## src/rtl/sm4_pkg.sv

```systemverilog
package sm4_pkg;

  localparam int unsigned SM4_ROUNDS = 32;
  localparam int unsigned RND_W      = $clog2(SM4_ROUNDS);
  localparam int unsigned KEY_WORDS  = 4;
  localparam int unsigned CFG_IDX_W  = 3;

  localparam logic [CFG_IDX_W-1:0] REG_KEY_WORD0 = 3'd0;
  localparam logic [CFG_IDX_W-1:0] REG_KEY_WORD1 = 3'd1;
  localparam logic [CFG_IDX_W-1:0] REG_KEY_WORD2 = 3'd2;
  localparam logic [CFG_IDX_W-1:0] REG_KEY_WORD3 = 3'd3;

  localparam logic [31:0] SM4_FK [0:3] = '{
    32'ha3b1bac6, 32'h56aa3350, 32'h677d9197, 32'hb27022dc
  };

  localparam logic [7:0] SM4_SBOX [0:255] = '{
    8'hd6, 8'h90, 8'he9, 8'hfe, 8'hcc, 8'he1, 8'h3d, 8'hb7,
    8'h16, 8'hb6, 8'h14, 8'hc2, 8'h28, 8'hfb, 8'h2c, 8'h05,
    8'h2b, 8'h67, 8'h9a, 8'h76, 8'h2a, 8'hbe, 8'h04, 8'hc3,
    8'haa, 8'h44, 8'h13, 8'h26, 8'h49, 8'h86, 8'h06, 8'h99,
    8'h9c, 8'h42, 8'h50, 8'hf4, 8'h91, 8'hef, 8'h98, 8'h7a,
    8'h33, 8'h54, 8'h0b, 8'h43, 8'hed, 8'hcf, 8'hac, 8'h62,
    8'he4, 8'hb3, 8'h1c, 8'ha9, 8'hc9, 8'h08, 8'he8, 8'h95,
    8'h80, 8'hdf, 8'h94, 8'hfa, 8'h75, 8'h8f, 8'h3f, 8'ha6,
    8'h47, 8'h07, 8'ha7, 8'hfc, 8'hf3, 8'h73, 8'h17, 8'hba,
    8'h83, 8'h59, 8'h3c, 8'h19, 8'he6, 8'h85, 8'h4f, 8'ha8,
    8'h68, 8'h6b, 8'h81, 8'hb2, 8'h71, 8'h64, 8'hda, 8'h8b,
    8'hf8, 8'heb, 8'h0f, 8'h4b, 8'h70, 8'h56, 8'h9d, 8'h35,
    8'h1e, 8'h24, 8'h0e, 8'h5e, 8'h63, 8'h58, 8'hd1, 8'ha2,
    8'h25, 8'h22, 8'h7c, 8'h3b, 8'h01, 8'h21, 8'h78, 8'h87,
    8'hd4, 8'h00, 8'h46, 8'h57, 8'h9f, 8'hd3, 8'h27, 8'h52,
    8'h4c, 8'h36, 8'h02, 8'he7, 8'ha0, 8'hc4, 8'hc8, 8'h9e,
    8'hea, 8'hbf, 8'h8a, 8'hd2, 8'h40, 8'hc7, 8'h38, 8'hb5,
    8'ha3, 8'hf7, 8'hf2, 8'hce, 8'hf9, 8'h61, 8'h15, 8'ha1,
    8'he0, 8'hae, 8'h5d, 8'ha4, 8'h9b, 8'h34, 8'h1a, 8'h55,
    8'had, 8'h93, 8'h32, 8'h30, 8'hf5, 8'h8c, 8'hb1, 8'he3,
    8'h1d, 8'hf6, 8'he2, 8'h2e, 8'h82, 8'h66, 8'hca, 8'h60,
    8'hc0, 8'h29, 8'h23, 8'hab, 8'h0d, 8'h53, 8'h4e, 8'h6f,
    8'hd5, 8'hdb, 8'h37, 8'h45, 8'hde, 8'hfd, 8'h8e, 8'h2f,
    8'h03, 8'hff, 8'h6a, 8'h72, 8'h6d, 8'h6c, 8'h5b, 8'h51,
    8'h8d, 8'h1b, 8'haf, 8'h92, 8'hbb, 8'hdd, 8'hbc, 8'h7f,
    8'h11, 8'hd9, 8'h5c, 8'h41, 8'h1f, 8'h10, 8'h5a, 8'hd8,
    8'h0a, 8'hc1, 8'h31, 8'h88, 8'ha5, 8'hcd, 8'h7b, 8'hbd,
    8'h2d, 8'h74, 8'hd0, 8'h12, 8'hb8, 8'he5, 8'hb4, 8'hb0,
    8'h89, 8'h69, 8'h97, 8'h4a, 8'h0c, 8'h96, 8'h77, 8'h7e,
    8'h65, 8'hb9, 8'hf1, 8'h09, 8'hc5, 8'h6e, 8'hc6, 8'h84,
    8'h18, 8'hf0, 8'h7d, 8'hec, 8'h3a, 8'hdc, 8'h4d, 8'h20,
    8'h79, 8'hee, 8'h5f, 8'h3e, 8'hd7, 8'hcb, 8'h39, 8'h48
  };

  typedef enum logic [2:0] {
    ST_KLOAD,
    ST_KEYEXP,
    ST_IDLE,
    ST_RUN,
    ST_FLUSH
  } state_t;

  typedef struct packed {
    logic key_sched;
  } rnd_ctrl_t;

  function automatic logic [7:0] sm4_sbox(input logic [7:0] v);
    return SM4_SBOX[v];
  endfunction

  // byte j of step i is (4*i + j) * 7 mod 256
  function automatic logic [31:0] sm4_ck(input logic [RND_W-1:0] i);
    logic [31:0] c;
    logic [7:0]  base;
    c    = '0;
    base = {1'b0, i, 2'b00};
    for (int j = 0; j < 4; j++) begin
      c = {c[23:0], 8'((base + 8'(j)) * 8'd7)};
    end
    return c;
  endfunction

endpackage

```

## src/rtl/sm4_round.sv

```systemverilog
module sm4_round (
  input  sm4_pkg::rnd_ctrl_t ctrl,
  input  logic [31:0]        a,
  input  logic [31:0]        b,
  input  logic [31:0]        c,
  input  logic [31:0]        d,
  input  logic [31:0]        k,
  output logic [31:0]        nx
);
  import sm4_pkg::*;

  logic [31:0] t;
  logic [31:0] s;
  logic [31:0] l;

  assign t = b ^ c ^ d ^ k;
  assign s = {sm4_sbox(t[31:24]), sm4_sbox(t[23:16]), sm4_sbox(t[15:8]), sm4_sbox(t[7:0])};

  always_comb begin
    if (ctrl.key_sched) begin
      l = s ^ {s[18:0], s[31:19]} ^ {s[8:0], s[31:9]};
    end else begin
      l = s ^ {s[29:0], s[31:30]} ^ {s[21:0], s[31:22]} ^ {s[13:0], s[31:14]}
            ^ {s[7:0], s[31:8]};
    end
  end

  assign nx = a ^ l;

endmodule

```

## src/rtl/sm4_rk_mem.sv

```systemverilog
module sm4_rk_mem (
  input  logic                     clk,
  input  logic                     we,
  input  logic [sm4_pkg::RND_W-1:0] waddr,
  input  logic [31:0]              wdata,
  input  logic [sm4_pkg::RND_W-1:0] raddr,
  output logic [31:0]              rdata
);
  import sm4_pkg::*;

  logic [31:0] mem [0:SM4_ROUNDS-1];
  logic [31:0] rdata_r;

  always_ff @(posedge clk) begin
    if (we) begin
      mem[waddr] <= wdata;
    end
    rdata_r <= mem[raddr];
  end

  assign rdata = rdata_r;

endmodule

```

## src/rtl/sm4_block_cipher.sv

```systemverilog
// ST_IDLE takes a block, ST_RUN runs its rounds, ST_FLUSH registers the result when output is free
// one block in flight at a time; one round a cycle through the shared round unit
// key expansion: after reset and after each key word write, no block taken meanwhile
// round keys live in a 32 x 32 memory with a registered read port
// reset (synchronous, rst_n low): key words cleared, then the all-zero key is expanded
module sm4_block_cipher (
  input  logic                         clk,
  input  logic                         rst_n,
  input  logic                         in_valid,
  output logic                         in_stall,
  input  logic                         in_mode,
  input  logic [31:0]                  in_word0,
  input  logic [31:0]                  in_word1,
  input  logic [31:0]                  in_word2,
  input  logic [31:0]                  in_word3,
  output logic                         out_valid,
  input  logic                         out_stall,
  output logic [31:0]                  out_word0,
  output logic [31:0]                  out_word1,
  output logic [31:0]                  out_word2,
  output logic [31:0]                  out_word3,
  input  logic                         cfg_valid,
  output logic                         cfg_ready,
  input  logic [sm4_pkg::CFG_IDX_W-1:0] cfg_index,
  input  logic [31:0]                  cfg_data
);
  import sm4_pkg::*;

  state_t           state_r, state_nxt;
  logic [RND_W-1:0] cnt_r, cnt_nxt;
  logic             enc_r, enc_nxt;
  logic [31:0]      x_r [0:3];
  logic [31:0]      x_nxt [0:3];
  logic [31:0]      key_r [0:KEY_WORDS-1];
  logic             out_valid_r, out_valid_nxt;
  logic [31:0]      out_r [0:3];

  logic             in_acc;
  logic             cfg_acc;
  logic             cfg_wr_key;
  logic             cnt_last;
  logic             out_free;
  logic             ld_key;
  logic             ld_in;
  logic             do_round;
  logic             ld_out;
  logic             mem_we;
  logic [RND_W-1:0] rd_addr;
  logic [RND_W-1:0] cnt_inc;
  logic [31:0]      rk;
  logic [31:0]      rnd_k;
  logic [31:0]      nx;
  rnd_ctrl_t        rnd_ctrl;

  assign in_acc     = in_valid & ~in_stall;
  assign cfg_acc    = cfg_valid & cfg_ready;
  assign cfg_wr_key = cfg_acc & ((cfg_index == REG_KEY_WORD0) || (cfg_index == REG_KEY_WORD1) ||
                                 (cfg_index == REG_KEY_WORD2) || (cfg_index == REG_KEY_WORD3));
  assign cnt_last   = cnt_r == RND_W'(SM4_ROUNDS - 1);
  assign out_free   = ~out_valid_r | ~out_stall;
  assign cnt_inc    = cnt_r + 1'b1;

  // next state
  always_comb begin
    state_nxt = state_r;
    unique case (state_r)
      ST_KLOAD:  state_nxt = ST_KEYEXP;
      ST_KEYEXP: begin
        if (cfg_wr_key) begin
          state_nxt = ST_KLOAD;
        end else if (cnt_last) begin
          state_nxt = ST_IDLE;
        end
      end
      ST_IDLE: begin
        if (cfg_wr_key) begin
          state_nxt = ST_KLOAD;
        end else if (in_acc) begin
          state_nxt = ST_RUN;
        end
      end
      ST_RUN: begin
        if (cnt_last) begin
          state_nxt = ST_FLUSH;
        end
      end
      ST_FLUSH: begin
        if (out_free) begin
          state_nxt = ST_IDLE;
        end
      end
      default: state_nxt = ST_KLOAD;
    endcase
  end

  // outputs of the sequencer
  always_comb begin
    in_stall           = 1'b1;
    cfg_ready          = 1'b0;
    ld_key             = 1'b0;
    ld_in              = 1'b0;
    do_round           = 1'b0;
    ld_out             = 1'b0;
    mem_we             = 1'b0;
    rnd_ctrl.key_sched = 1'b0;
    rd_addr            = enc_r ? cnt_inc : ~cnt_inc;
    unique case (state_r)
      ST_KLOAD: begin
        ld_key = 1'b1;
      end
      ST_KEYEXP: begin
        cfg_ready          = 1'b1;
        do_round           = ~cfg_wr_key;
        mem_we             = ~cfg_wr_key;
        rnd_ctrl.key_sched = 1'b1;
      end
      ST_IDLE: begin
        cfg_ready = 1'b1;
        in_stall  = cfg_valid;
        ld_in     = in_acc;
        rd_addr   = in_mode ? '0 : '1;
      end
      ST_RUN: begin
        do_round = 1'b1;
      end
      ST_FLUSH: begin
        ld_out = out_free;
      end
      default: begin
        in_stall = 1'b1;
      end
    endcase
  end

  assign rnd_k = rnd_ctrl.key_sched ? sm4_ck(cnt_r) : rk;

  sm4_round u_round (
    .ctrl (rnd_ctrl),
    .a    (x_r[0]),
    .b    (x_r[1]),
    .c    (x_r[2]),
    .d    (x_r[3]),
    .k    (rnd_k),
    .nx   (nx)
  );

  sm4_rk_mem u_rk_mem (
    .clk   (clk),
    .we    (mem_we),
    .waddr (cnt_r),
    .wdata (nx),
    .raddr (rd_addr),
    .rdata (rk)
  );

  always_comb begin
    cnt_nxt = cnt_r;
    enc_nxt = enc_r;
    for (int i = 0; i < 4; i++) begin
      x_nxt[i] = x_r[i];
    end
    if (ld_key) begin
      cnt_nxt = '0;
      for (int i = 0; i < 4; i++) begin
        x_nxt[i] = key_r[i] ^ SM4_FK[i];
      end
    end else if (ld_in) begin
      cnt_nxt  = '0;
      enc_nxt  = in_mode;
      x_nxt[0] = in_word0;
      x_nxt[1] = in_word1;
      x_nxt[2] = in_word2;
      x_nxt[3] = in_word3;
    end else if (do_round) begin
      cnt_nxt  = cnt_inc;
      x_nxt[0] = x_r[1];
      x_nxt[1] = x_r[2];
      x_nxt[2] = x_r[3];
      x_nxt[3] = nx;
    end
  end

  always_comb begin
    out_valid_nxt = out_valid_r;
    if (ld_out) begin
      out_valid_nxt = 1'b1;
    end else if (~out_stall) begin
      out_valid_nxt = 1'b0;
    end
  end

  always_ff @(posedge clk) begin
    if (!rst_n) begin
      state_r     <= ST_KLOAD;
      cnt_r       <= '0;
      enc_r       <= 1'b0;
      out_valid_r <= 1'b0;
      for (int i = 0; i < KEY_WORDS; i++) begin
        key_r[i] <= '0;
      end
    end else begin
      state_r     <= state_nxt;
      cnt_r       <= cnt_nxt;
      enc_r       <= enc_nxt;
      out_valid_r <= out_valid_nxt;
      if (cfg_wr_key) begin
        key_r[cfg_index[1:0]] <= cfg_data;
      end
    end
  end

  always_ff @(posedge clk) begin
    for (int i = 0; i < 4; i++) begin
      x_r[i] <= x_nxt[i];
    end
    if (ld_out) begin
      for (int i = 0; i < 4; i++) begin
        out_r[i] <= x_r[3-i];
      end
    end
  end

  assign out_valid = out_valid_r;
  assign out_word0 = out_r[0];
  assign out_word1 = out_r[1];
  assign out_word2 = out_r[2];
  assign out_word3 = out_r[3];

endmodule

```

## config.mk

```make
export PLATFORM = sky130hd
export DESIGN_NAME = sm4_block_cipher
export DESIGN_NICKNAME = d
export VERILOG_FILES = /design/src/rtl/sm4_pkg.sv /design/src/rtl/sm4_round.sv /design/src/rtl/sm4_rk_mem.sv /design/src/rtl/sm4_block_cipher.sv
export SDC_FILE = /design/constraint.sdc
export NUM_CORES = 2
export LEC_CHECK = 0
export BUFFER_PORTS_ARGS = -buffer_cell sky130_fd_sc_hd__buf_2
export CAP_MARGIN = 20
export CORE_ASPECT_RATIO = 0.8
export CORE_MARGIN = 3
export CORE_UTILIZATION = 56
export CTS_CLUSTER_SIZE = 25
export DETAILED_ROUTE_END_ITERATION = 8
export HOLD_SLACK_MARGIN = 0.03
export PLACE_DENSITY = 0.82
export SKIP_LAST_GASP = 1
export SLEW_MARGIN = 20
export SYNTH_ARGS = -nofsm -noshare
export SYNTH_HDL_FRONTEND = slang
export SYNTH_SLANG_ARGS = --single-unit
```

## constraint.sdc

```tcl
create_clock -name clk -period 9.1 [get_ports clk]
set_clock_uncertainty 0.05 [all_clocks]
set_input_delay 1.82 -clock clk [delete_from_list [all_inputs] [get_ports clk]]
set_output_delay 1.82 -clock clk [all_outputs]
set_load 0.02 [all_outputs]
```

==> results.toml <==
[sta]
hold_viol = 0
post-route-period-util = 0.8575
relSlewSlack = 0.2223
tightest_slew_ns = 1.161
slew_viol_final = 0
fmaxAchievable_mhz = 128.1
setup_viol = 0
rsz0062_at_grt = "no"
period_minus_slack_ns = 7.803
setup_tns_ns = 0

[place]
placement.io_buffers = 299
place_hpwl_mm = 179.2
gp_congestion = 1.038

[yosys]
synth_edf_count = 1408
ys_seq_area_frac = 0.5834
syn_area_mm2 = 0.07392
ys.flop_type = "edfxtp_1"
synth_cell_types = 115
syn_area_per_cell_um2 = 11.62
async_flop_share = 0
synthCells = 6360
ys_warn_count = 0
synth_nets = 6588
ys_ff_latch = 1450

[grt]
grtUsageTotal = 0.4075
grt_pass1_wl_mm = 405.7
grt_pass1_vias = 57481
antenna_found_initial = 25
grt-ovfl-total = 0
grt_max_degree = 203

[clock_network]
clk_latency_ns = 0.80
clkSlewWorstSetupHoldPaths_ns = 0.07
cts.sinks = 1450
ctsResizeCount = 0
clockBufferDepth = 3
cts_tree = "yes"
post_cts_buffers = 0
htreeDepth = 4
cts_made_buffers = 140
holdBufCountCts = 0
root_buffer = "clkbuf_16"

[die]
fp.dieW_um = 412.2
core-area_mm2 = 0.1302
die_h_um = 331.0
io_pins = 300
die_area_mm2 = 0.1364
start_util = 0.5677
rows = 118

[critical_path]
endpoint = "u_rk_mem.mem[16][1]$_DFFE_PP_"
cp.arrival_ns = 8.33
cp_max_fo = 32
r2r_slack_ns = 1.30
critical_path_class = "reg -> reg"
timing.rr.start = "cnt_r[2]$_SDFFE_PP0P_"
r2r-end = "u_rk_mem.mem[16][1]$_DFFE_PP_"
crit_path_start = "cnt_r[2]$_SDFFE_PP0P_"
required_ns = 9.63
end_kind = "flip-flop"
start_kind = "flip-flop"
ff2ff_path_depth = 18

[detailed_routing]
dr.pass1.iters = 9
drcViolationCount = 12
drt_iter0_drc = 11638
ant_nets = 0
viasPerCell = 7.377
drt-total-wl_mm = 285.8
drt-wirelength-per-cell_um = 34.39
vias = 61307

[layout]
area_growth_pct = 12.06
num-nets-final = 6661
nFillCells = 9630
final_layout_size_suffix_gt1_frac = 0.1508

[run_status]
status = "finished with violations"
violations = "DRC"

[flow_run]
maxCapViolCount = 0

[min_path]
min_from = "x_r[0][22]$_DFFE_PP_"
hold_path.class = "reg -> reg"
holdPathStages = 0
## per-stage QoR
step / instances / util / area (um2) / hold WS (ns) / setup slack, ns
floorplan: 6360 / - / 73920 / 0.3764 / 0.3900
finish: 8311 / 0.6361 / 82840 / 0.4298 / 1.297
CTS: 8289 / 0.6357 / 82780 / 0.4236 / 1.505
detailed placement: 8030 / 0.5987 / 77970 / 0.4063 / 1.528
global placement: 8029 / 0.5987 / 77960 / 0.3888 / 1.639
global route: 8304 / 0.6360 / 82820 / 0.4395 / 1.018
## state kept, by name, indices dropped and copies added, names as in the netlist
register,count
x_r,128
enc_r,1
out_r,128
cnt_r,5
key_r,128
out_valid,1
u_rk_mem.rdata,32
state_r,3
u_rk_mem.mem,1024
## area by class of cell
class                           count  area [um2]  area share
Sequential cell                  1450       43120      0.5206
Tap cell                         1740        2177     0.02628
Clock inverter                     84        1124     0.01356
Clock buffer                      175        3685     0.04448
Multi-Input combinational cell   4259       29070      0.3510
Antenna cell                       21       52.55   0.0006344
Inverter                           51       191.4    0.002311
Timing Repair Buffer              531        3413     0.04121
## metal layers
metal	GRT usage	vias up	wire, um
met3	0.1262	837	42610
met1	0.5860	30001	108500
met2	0.5749	5427	121500
li1	-	25030	-
met5	0	-	93
met4	0.1686	12	13060
## cells in the final DEF, fill, tap and decap left out, types with 23 or more instances in the layout
master / Yosys / layout
dfxtp_1: 42 / 42
o311ai_0: 42 / 40
mux2_2: 42 / 42
a21oi_1: 314 / 307
o2111ai_1: 34 / 34
nor2_4: 0 / 33
ha_1: 53 / 53
clkbuf_16: 0 / 140
and3_1: 181 / 181
o211ai_1: 144 / 144
nand2_1: 687 / 682
xnor2_2: 6 / 25
clkinv_1: 2 / 26
inv_1: 42 / 41
nand3_1: 111 / 111
a211oi_1: 181 / 181
and2_1: 110 / 110
a221oi_1: 39 / 39
buf_2: 131 / 299
clkbuf_1: 398 / 30
xor2_1: 94 / 78
mux2i_1: 103 / 103
a22oi_1: 70 / 70
buf_4: 22 / 218
o21ai_0: 369 / 362
a311oi_1: 114 / 114
a221o_1: 63 / 63
nor2_1: 374 / 338
o221ai_1: 167 / 167
o31ai_1: 23 / 23
nor3_1: 82 / 80
o22ai_1: 152 / 152
edfxtp_1: 1408 / 1408
xnor2_1: 164 / 136
a31oi_1: 112 / 112
## how the worst min path moves through the flow
| stage | endpoint | slack (ns) |
|---|---|---|
| 2_1_floorplan | out_r[3][22]$_DFFE_PP_ | 0.38 |
| 3_3_place_gp | out_r[3][22]$_DFFE_PP_ | 0.39 |
| 3_5_place_dp | out_r[3][22]$_DFFE_PP_ | 0.41 |
| 4_1_cts | out_r[3][22]$_DFFE_PP_ | 0.42 |
| 5_1_grt | out_r[3][22]$_DFFE_PP_ | 0.44 |
| 6_report | out_r[3][22]$_DFFE_PP_ | 0.43 |
## cells by family (layout without fill, tap and decap cells)
| family | count (synthesis) | count (layout) | share of synthesized area |
|---|---|---|---|
| compound gates | 2060 | 2060 | 0.1963 |
| buf+inv | 651 | 841 | 0.03712 |
| simple gates | 1669 | 1669 | 0.1038 |
| mux | 170 | 170 | 0.02725 |
| flops | 1450 | 1450 | 0.5834 |
| xor+xnor | 300 | 300 | 0.04145 |
| fa+ha+maj | 60 | 60 | 0.01073 |
| other cells | 0 | 21 | 0 |
## cells in the mapped netlist, types with 63 or more instances
cell type,number,area share
edfxtp_1,1408,0.57
nand2_1,687,0.035
clkbuf_1,398,0.020
nor2_1,374,0.019
o21ai_0,369,0.025
a21oi_1,314,0.021
a211oi_1,181,0.018
and3_1,181,0.015
o221ai_1,167,0.020
xnor2_1,164,0.019
o22ai_1,152,0.013
o211ai_1,144,0.015
buf_2,131,0.0089
a311oi_1,114,0.014
a31oi_1,112,0.0095
nand3_1,111,0.0075
and2_1,110,0.0093
mux2i_1,103,0.014
xor2_1,94,0.011
nor3_1,82,0.0056
a22oi_1,70,0.0071
a221o_1,63,0.0085
## critical path, stage by stage (launching register included)
cell	delay, ns
dfxtp_1	0.70
inv_1	0.23
fa_1	0.86
nor2b_1	0.19
fa_1	0.49
xor2_1	0.18
mux2i_1	0.25
xnor2_2	0.98
nor2_1	0.38
o31ai_1	0.31
nor4_1	0.16
a311oi_4	0.72
xnor2_1	0.27
xor2_1	0.21
xnor2_1	0.60
o21ai_0	0.16
buf_4	0.17
xnor2_2	0.26
buf_4	0.35
Power is left out: the tool's default activity adds up to more than one toggle a clock period on the data nets, which glitch-free logic cannot reach.
